===== config.mk =====
export PLATFORM = sky130hd
export DESIGN_NAME = template_vector_distance_top_flat
export DESIGN_NICKNAME = d
export VERILOG_FILES = /design/src/tvd_pkg.sv /design/src/tvd_if.sv /design/src/tvd_front.sv /design/src/tvd_queue.sv /design/src/tvd_back.sv /design/src/template_vector_distance_top.sv /design/src/flat_wrapper.sv
export VERILOG_INCLUDE_DIRS = /design/src /design/src/src
export SDC_FILE = /design/constraint.sdc
export NUM_CORES = 2
export LEC_CHECK = 0
export BUFFER_PORTS_ARGS = -buffer_cell sky130_fd_sc_hd__clkbuf_2
export CORE_MARGIN = 1
export CORE_UTILIZATION = 51
export CTS_CLUSTER_DIAMETER = 120
export DETAILED_ROUTE_END_ITERATION = 10
export PLACE_DENSITY = 0.78
export SYNTH_ARGS = -nofsm -noshare
export SYNTH_HDL_FRONTEND = slang
export SYNTH_HIERARCHICAL = 1
export SYNTH_SLANG_ARGS = --single-unit

===== constraint.sdc =====
create_clock -name clk -period 21.2 [get_ports clk]
set_input_delay 1.06 -clock clk [delete_from_list [all_inputs] [get_ports clk]]
set_output_delay 1.06 -clock clk [all_outputs]
set_load 0.03 [all_outputs]

===== src/template_vector_distance_top_macros.svh =====
// assertion helpers shared by tvd_queue and tvd_back
`ifndef TEMPLATE_VECTOR_DISTANCE_TOP_MACROS_SVH
`define TEMPLATE_VECTOR_DISTANCE_TOP_MACROS_SVH

// same-cycle implication, disabled in reset
`define TVD_ASSERT_IMPLY(label, ante, cons) \
    label: assert property (@(posedge clk) disable iff (!rst_n) (ante) |-> (cons)) \
        else $error("tvd assertion failed");

// next-cycle implication, disabled in reset
`define TVD_ASSERT_NEXT(label, ante, cons) \
    label: assert property (@(posedge clk) disable iff (!rst_n) (ante) |=> (cons)) \
        else $error("tvd assertion failed");

`endif


===== src/tvd_pkg.sv =====
`timescale 1ns / 1ps

package tvd_pkg;

    localparam int DataW      = 16;
    localparam int SqW        = 2 * DataW;
    localparam int SumW       = 56;
    localparam int CountW     = 13;
    localparam int FracShift  = 24;
    localparam int ThreshPadW = SumW + 1 - CountW - FracShift;
    localparam int DivSteps   = SumW;
    localparam int DivCntW    = $clog2(DivSteps);
    localparam int QueueDepth = 4;
    localparam int QueuePtrW  = $clog2(QueueDepth);
    localparam int QueueCntW  = $clog2(QueueDepth + 1);

    localparam logic [CountW-1:0] MAX_ELEMENTS = CountW'(4096);
    localparam logic [SumW-1:0]   SUM_MAX      = {SumW{1'b1}};

    typedef enum logic [1:0] {
        METRIC_L1     = 2'd0,
        METRIC_L2     = 2'd1,
        METRIC_THRESH = 2'd2,
        METRIC_MAHAL  = 2'd3
    } metric_t;

    typedef enum logic [2:0] {
        B_IDLE,
        B_SQUARE,
        B_DIVIDE,
        B_ACC,
        B_CHECK
    } back_state_t;

    typedef struct packed {
        logic [DataW-1:0]  ad;
        logic [DataW-1:0]  deviation;
        metric_t           mode;
        logic              last;
        logic [CountW-1:0] count;
    } tvd_entry_t;

    typedef struct packed {
        logic       valid;
        tvd_entry_t entry;
    } q_push_t;

    typedef struct packed {
        logic       valid;
        tvd_entry_t entry;
    } q_head_t;

endpackage


===== src/tvd_if.sv =====
`timescale 1ns / 1ps

interface tvd_in_if;
    logic                       valid;
    logic                       ready;
    logic signed [15:0]         element_a;
    logic signed [15:0]         element_b;
    logic [15:0]                deviation;
    logic                       last_element;

    modport source (output valid, element_a, element_b, deviation, last_element,
                    input ready);
    modport sink   (input valid, element_a, element_b, deviation, last_element,
                    output ready);
endinterface

interface tvd_out_if;
    logic        valid;
    logic        ready;
    logic [55:0] distance_sum;
    logic        within_threshold;
    logic        saturated;

    modport source (output valid, distance_sum, within_threshold, saturated,
                    input ready);
    modport sink   (input valid, distance_sum, within_threshold, saturated,
                    output ready);
endinterface


===== src/tvd_front.sv =====
`timescale 1ns / 1ps

module tvd_front (
    input  logic              clk,
    input  logic              rst_n,
    input  logic              metric_we,
    input  logic [1:0]        metric_wdata,
    tvd_in_if.sink            elements,
    input  logic              full,
    output tvd_pkg::q_push_t  push
);

    tvd_pkg::metric_t                 metric_reg;
    logic [tvd_pkg::CountW-1:0]       count_reg;
    logic [tvd_pkg::CountW-1:0]       count_next;
    logic [tvd_pkg::CountW-1:0]       count_inc;
    logic signed [tvd_pkg::DataW:0]   diff;
    logic [tvd_pkg::DataW:0]          abs_diff;
    logic                             accept;
    logic                             vec_end;

    assign elements.ready = !full;
    assign accept         = elements.valid && !full;

    always_comb
    begin
        diff     = {elements.element_a[tvd_pkg::DataW-1], elements.element_a}
                 - {elements.element_b[tvd_pkg::DataW-1], elements.element_b};
        abs_diff = diff[tvd_pkg::DataW] ? (tvd_pkg::DataW+1)'(-diff)
                                        : (tvd_pkg::DataW+1)'(diff);
        count_inc = count_reg + tvd_pkg::CountW'(1);
        // a full-length vector ends on its own
        vec_end   = elements.last_element || (count_inc == tvd_pkg::MAX_ELEMENTS);
        count_next = count_reg;
        if (accept)
        begin
            count_next = vec_end ? '0 : count_inc;
        end
    end

    always_comb
    begin
        push.valid           = accept;
        push.entry.ad        = abs_diff[tvd_pkg::DataW-1:0];
        push.entry.deviation = elements.deviation;
        push.entry.mode      = metric_reg;
        push.entry.last      = vec_end;
        push.entry.count     = count_inc;
    end

    always_ff @(posedge clk or negedge rst_n)
    begin
        if (!rst_n)
        begin
            metric_reg <= tvd_pkg::METRIC_L1;
            count_reg  <= '0;
        end
        else
        begin
            if (metric_we)
            begin
                metric_reg <= tvd_pkg::metric_t'(metric_wdata);
            end
            count_reg <= count_next;
        end
    end

endmodule


===== src/tvd_queue.sv =====
`timescale 1ns / 1ps

`include "template_vector_distance_top_macros.svh"

module tvd_queue (
    input  logic              clk,
    input  logic              rst_n,
    input  tvd_pkg::q_push_t  push,
    output logic              full,
    input  logic              pop,
    output tvd_pkg::q_head_t  head
);

    tvd_pkg::tvd_entry_t             mem_reg [tvd_pkg::QueueDepth];
    logic [tvd_pkg::QueuePtrW-1:0]   wr_ptr_reg;
    logic [tvd_pkg::QueuePtrW-1:0]   wr_ptr_next;
    logic [tvd_pkg::QueuePtrW-1:0]   rd_ptr_reg;
    logic [tvd_pkg::QueuePtrW-1:0]   rd_ptr_next;
    logic [tvd_pkg::QueueCntW-1:0]   count_reg;
    logic [tvd_pkg::QueueCntW-1:0]   count_next;

    assign full       = (count_reg == tvd_pkg::QueueCntW'(tvd_pkg::QueueDepth));
    assign head.valid = (count_reg != '0);
    assign head.entry = mem_reg[rd_ptr_reg];

    always_comb
    begin
        wr_ptr_next = wr_ptr_reg;
        rd_ptr_next = rd_ptr_reg;
        count_next  = count_reg;
        if (push.valid)
        begin
            wr_ptr_next = wr_ptr_reg + tvd_pkg::QueuePtrW'(1);
        end
        if (pop)
        begin
            rd_ptr_next = rd_ptr_reg + tvd_pkg::QueuePtrW'(1);
        end
        case ({push.valid, pop})
            2'b10:   count_next = count_reg + tvd_pkg::QueueCntW'(1);
            2'b01:   count_next = count_reg - tvd_pkg::QueueCntW'(1);
            default: count_next = count_reg;
        endcase
    end

    always_ff @(posedge clk or negedge rst_n)
    begin
        if (!rst_n)
        begin
            wr_ptr_reg <= '0;
            rd_ptr_reg <= '0;
            count_reg  <= '0;
        end
        else
        begin
            wr_ptr_reg <= wr_ptr_next;
            rd_ptr_reg <= rd_ptr_next;
            count_reg  <= count_next;
        end
    end

    always_ff @(posedge clk)
    begin
        if (push.valid)
        begin
            mem_reg[wr_ptr_reg] <= push.entry;
        end
    end

    `TVD_ASSERT_IMPLY(a_push_room, push.valid, count_reg < tvd_pkg::QueueCntW'(tvd_pkg::QueueDepth))
    `TVD_ASSERT_IMPLY(a_pop_data, pop, count_reg != '0)
    `TVD_ASSERT_NEXT(a_count_step, push.valid && !pop, count_reg == $past(count_reg) + 1'b1)

endmodule


===== src/tvd_back.sv =====
`timescale 1ns / 1ps

`include "template_vector_distance_top_macros.svh"

module tvd_back (
    input  logic              clk,
    input  logic              rst_n,
    input  tvd_pkg::q_head_t  head,
    output logic              pop,
    tvd_out_if.source         results
);

    tvd_pkg::back_state_t            state_reg;
    tvd_pkg::back_state_t            state_next;
    tvd_pkg::tvd_entry_t             work_reg;
    logic [tvd_pkg::SqW-1:0]         sq_reg;
    logic [tvd_pkg::SqW-1:0]         dsq_reg;
    logic [tvd_pkg::SumW-1:0]        num_reg;
    logic [tvd_pkg::SqW-1:0]         rem_reg;
    logic [tvd_pkg::DivCntW-1:0]     div_cnt_reg;
    logic [tvd_pkg::SumW-1:0]        acc_reg;
    logic                            ovf_reg;
    logic                            out_valid_reg;
    logic [tvd_pkg::SumW-1:0]        out_sum_reg;
    logic                            out_close_reg;
    logic                            out_sat_reg;

    logic                            out_free;
    logic                            out_load;
    logic                            dev_zero;
    logic [tvd_pkg::SqW:0]           rem_shift;
    logic [tvd_pkg::SqW:0]           rem_sub;
    logic                            rem_ge;
    logic [tvd_pkg::SumW-1:0]        term;
    logic                            term_sat;
    logic [tvd_pkg::SumW:0]          sum_wide;
    logic                            close;

    assign out_free = !out_valid_reg || results.ready;
    assign dev_zero = (work_reg.deviation == '0);

    // next state
    always_comb
    begin
        state_next = state_reg;
        case (state_reg)
            tvd_pkg::B_IDLE:
            begin
                if (head.valid)
                begin
                    state_next = tvd_pkg::B_SQUARE;
                end
            end
            tvd_pkg::B_SQUARE:
            begin
                if (work_reg.mode == tvd_pkg::METRIC_MAHAL && !dev_zero)
                begin
                    state_next = tvd_pkg::B_DIVIDE;
                end
                else
                begin
                    state_next = tvd_pkg::B_ACC;
                end
            end
            tvd_pkg::B_DIVIDE:
            begin
                if (div_cnt_reg == '0)
                begin
                    state_next = tvd_pkg::B_ACC;
                end
            end
            tvd_pkg::B_ACC:
            begin
                state_next = work_reg.last ? tvd_pkg::B_CHECK : tvd_pkg::B_IDLE;
            end
            tvd_pkg::B_CHECK:
            begin
                if (out_free)
                begin
                    state_next = tvd_pkg::B_IDLE;
                end
            end
            default: state_next = tvd_pkg::B_IDLE;
        endcase
    end

    // state outputs
    always_comb
    begin
        pop      = 1'b0;
        out_load = 1'b0;
        case (state_reg)
            tvd_pkg::B_IDLE:  pop      = head.valid;
            tvd_pkg::B_CHECK: out_load = out_free;
            default:
            begin
                pop      = 1'b0;
                out_load = 1'b0;
            end
        endcase
    end

    // one restoring divide step per cycle
    always_comb
    begin
        rem_shift = {rem_reg, num_reg[tvd_pkg::SumW-1]};
        rem_sub   = rem_shift - {1'b0, dsq_reg};
        rem_ge    = (rem_shift >= {1'b0, dsq_reg});
    end

    always_comb
    begin
        term_sat = 1'b0;
        case (work_reg.mode)
            tvd_pkg::METRIC_L1:
                term = {{(tvd_pkg::SumW-tvd_pkg::DataW){1'b0}}, work_reg.ad};
            tvd_pkg::METRIC_L2, tvd_pkg::METRIC_THRESH:
                term = {{(tvd_pkg::SumW-tvd_pkg::SqW){1'b0}}, sq_reg};
            tvd_pkg::METRIC_MAHAL:
            begin
                term     = dev_zero ? tvd_pkg::SUM_MAX : num_reg;
                term_sat = dev_zero;
            end
            default:
                term = '0;
        endcase
        sum_wide = {1'b0, acc_reg} + {1'b0, term};
        // 2*sum <= count in q.24 units
        close = (work_reg.mode == tvd_pkg::METRIC_THRESH)
             && ({acc_reg, 1'b0} <= {{tvd_pkg::ThreshPadW{1'b0}}, work_reg.count,
                                     {tvd_pkg::FracShift{1'b0}}});
    end

    always_ff @(posedge clk or negedge rst_n)
    begin
        if (!rst_n)
        begin
            state_reg     <= tvd_pkg::B_IDLE;
            div_cnt_reg   <= '0;
            acc_reg       <= '0;
            ovf_reg       <= 1'b0;
            out_valid_reg <= 1'b0;
        end
        else
        begin
            state_reg <= state_next;
            if (state_reg == tvd_pkg::B_SQUARE)
            begin
                div_cnt_reg <= tvd_pkg::DivCntW'(tvd_pkg::DivSteps - 1);
            end
            else if (state_reg == tvd_pkg::B_DIVIDE)
            begin
                div_cnt_reg <= div_cnt_reg - tvd_pkg::DivCntW'(1);
            end
            if (state_reg == tvd_pkg::B_ACC)
            begin
                acc_reg <= sum_wide[tvd_pkg::SumW] ? tvd_pkg::SUM_MAX
                                                   : sum_wide[tvd_pkg::SumW-1:0];
                ovf_reg <= ovf_reg || term_sat || sum_wide[tvd_pkg::SumW];
            end
            else if (out_load)
            begin
                acc_reg <= '0;
                ovf_reg <= 1'b0;
            end
            if (out_load)
            begin
                out_valid_reg <= 1'b1;
            end
            else if (results.ready)
            begin
                out_valid_reg <= 1'b0;
            end
        end
    end

    always_ff @(posedge clk)
    begin
        if (pop)
        begin
            work_reg <= head.entry;
        end
        if (state_reg == tvd_pkg::B_SQUARE)
        begin
            sq_reg  <= tvd_pkg::SqW'(work_reg.ad) * tvd_pkg::SqW'(work_reg.ad);
            dsq_reg <= tvd_pkg::SqW'(work_reg.deviation) * tvd_pkg::SqW'(work_reg.deviation);
            num_reg <= {tvd_pkg::SqW'(work_reg.ad) * tvd_pkg::SqW'(work_reg.ad),
                        {tvd_pkg::FracShift{1'b0}}};
            rem_reg <= '0;
        end
        else if (state_reg == tvd_pkg::B_DIVIDE)
        begin
            num_reg <= {num_reg[tvd_pkg::SumW-2:0], rem_ge};
            rem_reg <= rem_ge ? rem_sub[tvd_pkg::SqW-1:0] : rem_shift[tvd_pkg::SqW-1:0];
        end
        if (out_load)
        begin
            out_sum_reg   <= acc_reg;
            out_close_reg <= close;
            out_sat_reg   <= ovf_reg;
        end
    end

    assign results.valid            = out_valid_reg;
    assign results.distance_sum     = out_sum_reg;
    assign results.within_threshold = out_close_reg;
    assign results.saturated        = out_sat_reg;

    `TVD_ASSERT_IMPLY(a_div_mode, state_reg == tvd_pkg::B_DIVIDE, work_reg.mode == tvd_pkg::METRIC_MAHAL && dsq_reg != '0)
    `TVD_ASSERT_IMPLY(a_check_last, state_reg == tvd_pkg::B_CHECK, work_reg.last)
    `TVD_ASSERT_NEXT(a_load_clears, out_load, out_valid_reg && acc_reg == '0 && !ovf_reg)

endmodule


===== src/template_vector_distance_top.sv =====
// channel     dir  handshake      payload
// elements    in   valid/ready    element_a, element_b, deviation, last_element
// results     out  valid/ready    distance_sum, within_threshold, saturated
// metric      in   metric_we      metric_wdata (2 bits)
//
// the front takes one element per cycle while the 4-entry queue has room
// back end: each element passes B_IDLE, B_SQUARE and B_ACC; in mode 3 with a nonzero
// deviation it also passes B_DIVIDE (56-step divider) between B_SQUARE and B_ACC,
// plus B_CHECK on the last element of a vector to load the output register
// reset is asynchronous and clears metric, counters, queue and accumulator
// a result waits in the output register; a second result stalls the back end,
// then the queue fills and elements.ready drops
`timescale 1ns / 1ps

module template_vector_distance_top (
    input  logic        clk,
    input  logic        rst_n,
    input  logic        metric_we,
    input  logic [1:0]  metric_wdata,
    tvd_in_if.sink      elements,
    tvd_out_if.source   results
);

    tvd_pkg::q_push_t push;
    tvd_pkg::q_head_t head;
    logic             full;
    logic             pop;

    tvd_front u_front (
        .clk          (clk),
        .rst_n        (rst_n),
        .metric_we    (metric_we),
        .metric_wdata (metric_wdata),
        .elements     (elements),
        .full         (full),
        .push         (push)
    );

    tvd_queue u_queue (
        .clk   (clk),
        .rst_n (rst_n),
        .push  (push),
        .full  (full),
        .pop   (pop),
        .head  (head)
    );

    tvd_back u_back (
        .clk     (clk),
        .rst_n   (rst_n),
        .head    (head),
        .pop     (pop),
        .results (results)
    );

endmodule

===== src/flat_wrapper.sv =====
// flat-port wrapper written by rule: the top's interface ports become plain ports
module template_vector_distance_top_flat 
  (clk, rst_n, metric_we, metric_wdata, elements_valid, elements_element_a, elements_element_b, elements_deviation, elements_last_element, elements_ready, results_valid, results_distance_sum, results_within_threshold, results_saturated, results_ready);
  tvd_in_if elements_i ();
  tvd_out_if results_i ();
  input  logic clk;
  input  logic rst_n;
  input  logic metric_we;
  input  logic [1:0] metric_wdata;
  input wire logic [$bits(elements_i.valid)-1:0] elements_valid;
  input wire logic [$bits(elements_i.element_a)-1:0] elements_element_a;
  input wire logic [$bits(elements_i.element_b)-1:0] elements_element_b;
  input wire logic [$bits(elements_i.deviation)-1:0] elements_deviation;
  input wire logic [$bits(elements_i.last_element)-1:0] elements_last_element;
  output wire logic [$bits(elements_i.ready)-1:0] elements_ready;
  output wire logic [$bits(results_i.valid)-1:0] results_valid;
  output wire logic [$bits(results_i.distance_sum)-1:0] results_distance_sum;
  output wire logic [$bits(results_i.within_threshold)-1:0] results_within_threshold;
  output wire logic [$bits(results_i.saturated)-1:0] results_saturated;
  input wire logic [$bits(results_i.ready)-1:0] results_ready;
  assign elements_i.valid = elements_valid;
  assign elements_i.element_a = elements_element_a;
  assign elements_i.element_b = elements_element_b;
  assign elements_i.deviation = elements_deviation;
  assign elements_i.last_element = elements_last_element;
  assign elements_ready = elements_i.ready;
  assign results_valid = results_i.valid;
  assign results_distance_sum = results_i.distance_sum;
  assign results_within_threshold = results_i.within_threshold;
  assign results_saturated = results_i.saturated;
  assign results_i.ready = results_ready;
  template_vector_distance_top u_core (.clk(clk), .rst_n(rst_n), .metric_we(metric_we), .metric_wdata(metric_wdata), .elements(elements_i), .results(results_i));
endmodule

==> results.toml <==
[outcome]
outcome = "finished with violations"
violations = "DRC"

[detailed_routing]
drt.antenna.violating_nets = 0
drc_errors = 26
wirelength_um = 95300
first_pass_iters = 9
vias_per_cell = 5.71
vias = 28900
drt_iter0_markers = 2196
wl_per_cell_um = 18.8

[cts]
h-tree-depth = 2
cts_tree = "built"
clk_latency_ns = 0.67
postCtsSetupRepairBufs = 0
cts_made_buffers = 55
cts_root_buf = "clkbuf_16"
postCtsHoldBufs = 0
post_cts_resized = 0
clk_path_buf_depth = 3
path_clk_slew_ns = 0.06
clock-sinks = 537

[timing]
finalCriticalPeriod_ns = 7.07
tns_ns = 0
grt_setup_unrepaired = "no"
worstMarginPinSlew_ns = 1.23
maxSlewViolCount = 0
relSlewSlack_pct = 17.6
period_share_pct = 33.4
finalClockSkew_ns = 0.0696
hold_viol_final = 0
setup_violations = 0
fmax_mhz = 141

[yosys]
seq_area_frac_synth_pct = 36.3
synth_ff_type = "edfxtp_1"
synth_edf_count = 392
avgSynthCellArea_sq_um = 10.5
ys_async_sr_fraction_pct = 16.6
synth_warnings = 6
synth.distinct_cells = 92
syn-cell-area_sq_um = 41600
ys_ff_latch = 537
synth_nets = 4667
synthCells = 3949

[floorplanning]
io_pins = 116
rows = 104
initial_core_util_pct = 51.6
core_sq_um = 80700
die_y_um = 288
die_w_um = 288
dieArea_sq_um = 82800

[critical_path]
cp_common_cell = "fa_1"
cpMaxStageDelayCell = "edfxtp_1"
required_ns = 21.55
cp_num_buf_inv = 4
crit_family = "adder cells"
crit_chain = "and2_1, inv_1, fa_1, fa_1, inv_1, fa_1, fa_1, fa_1, inv_1, fa_1, inv_1, ha_1, a21o_1, a21o_1, a21o_1, a32o_1, nor4_1, or4_1, nand3_1, a221oi_1, xnor2_1"
cp.arrival_ns = 7.42
startpoint_type = "flop"
critPathMaxStageDelay_ns = 0.81
path_class = "reg2reg"
reg2regPathDepth = 21
endpoint_kind = "flop"
crit_fanout = 17
crit_cells = 21

[cells_and_area]
insertedDiodeCount = 0
drive_gt1_share_pct = 8.68
nFillCells = 6763
fin_nets = 4681
largest_register_ff_count = 192
regArea_sq_um = 15100
area_delta_synth_final_pct = 7.57
multi_input_comb_area_sq_um = 23400

[grt]
grt_overflow = 0
grt_max_degree = 65
grt_pass1_vias = 28900
grt_pass1_wl_um = 154000
grt_use_total_pct = 23.4
antenna_found_initial = 4

[place]
port_buffers = 115
dpl.hpwl_um = 71500
gp_congestion = 0.931

[job]
maxCapViolCount = 0

[worst_hold_path]
hold_path.class = "in2async"
## path summary, 6_finish.rpt
path	start	endpoint	slack, ns
worst max-delay path	u_core/u_back/work_reg[31]	u_core/u_back/dsq_reg[30]	14.13
worst min-delay path	rst_n	u_core/u_back/acc_reg[6]	0.40
worst max register to register	u_core/u_back/work_reg[31]	u_core/u_back/dsq_reg[30]	14.13
worst min register to register	u_core/u_back/ovf_reg	u_core/u_back/results.saturated	0.46
max in group asynchronous	rst_n	u_core/u_queue/rd_ptr_reg[0]	19.63
min in group clk	u_core/u_back/ovf_reg	u_core/u_back/results.saturated	0.46
## layer usage
| layer | global-route usage [%] | vias to the layer above | share of wire, % |
|---|---|---|---|
| met3 | 3.98 | 171 | 7.6 |
| met1 | 33.2 | 14200 | 44 |
| li1 | - | 13500 | - |
| met2 | 36.9 | 1070 | 45 |
| met5 | 0 | - | 0.047 |
| met4 | 6.67 | 6 | 2.8 |
## per-stage QoR
stage	instances	hold WS, ns	util, %	area, sq um	setup WS [ns]
5_1_grt	5070	0.428	55.5	44800	13.67
3_3_place_gp	4966	0.441	53.1	42800	14.26
2_1_floorplan	3949	0.425	-	41600	14.05
3_5_place_dp	4966	0.447	53.1	42800	14.18
6_report	5070	0.400	55.5	44800	14.13
4_1_cts	5070	0.403	55.5	44800	14.16
## synthesized netlist by cell type (all sizes together) (64+ instances only)
cell type / number / area (sq um)
inv: 596 / 2240
edfxtp: 392 / 11800
nand2: 333 / 1250
fa: 331 / 6630
ha: 331 / 4140
a21oi: 240 / 1210
nor2: 177 / 664
o21ai: 166 / 835
clkbuf: 125 / 474
xnor2: 112 / 981
and2: 104 / 651
dfrtp: 89 / 2230
a21o: 77 / 578
xor2: 74 / 667
nand3: 64 / 320
## layout make-up
| cell class | instances | share of cell area [%] |
|---|---|---|
| clock buffer | 64 | 3.22 |
| inverter | 597 | 5.01 |
| sequential | 537 | 33.8 |
| timing repair buffer | 139 | 1.69 |
| tap | 1060 | 2.96 |
| multi-input combinational | 2633 | 52.2 |
| clock inverter | 40 | 1.13 |
## placed cells by master (no fill, tap or decap), types with 25 or more instances in the layout
master and n:
clkbuf_16 55, a31oi_1 33, xor2_1 73, dfxtp_1 56, nand3_1 63, a21o_1 77
nor2b_1 37, nor2_1 176, nor3_1 49, nand2b_1 27, nand4_1 36, xnor2_1 112
edfxtp_1 392, clkbuf_2 114, o21ai_0 161, a22o_1 57, nand2_1 333, ha_1 331
a211oi_1 39, o21a_1 54, inv_1 593, a21oi_1 238, dfrtp_1 87, and2_1 99
buf_4 25, mux4_2 48, fa_1 331
## cell families after synthesis
family          count (synthesis)  synth area share, %
flops                         537                 36.3
mux                            73                 3.23
buf+inv                       779                 7.58
simple gates                  914                 10.6
compound gates                798                 12.5
xor+xnor                      186                 3.96
fa+ha+maj                     662                 25.9
Power is not shown: default switching activity piles up to over one toggle a cycle in this logic, so the estimate is an artifact.
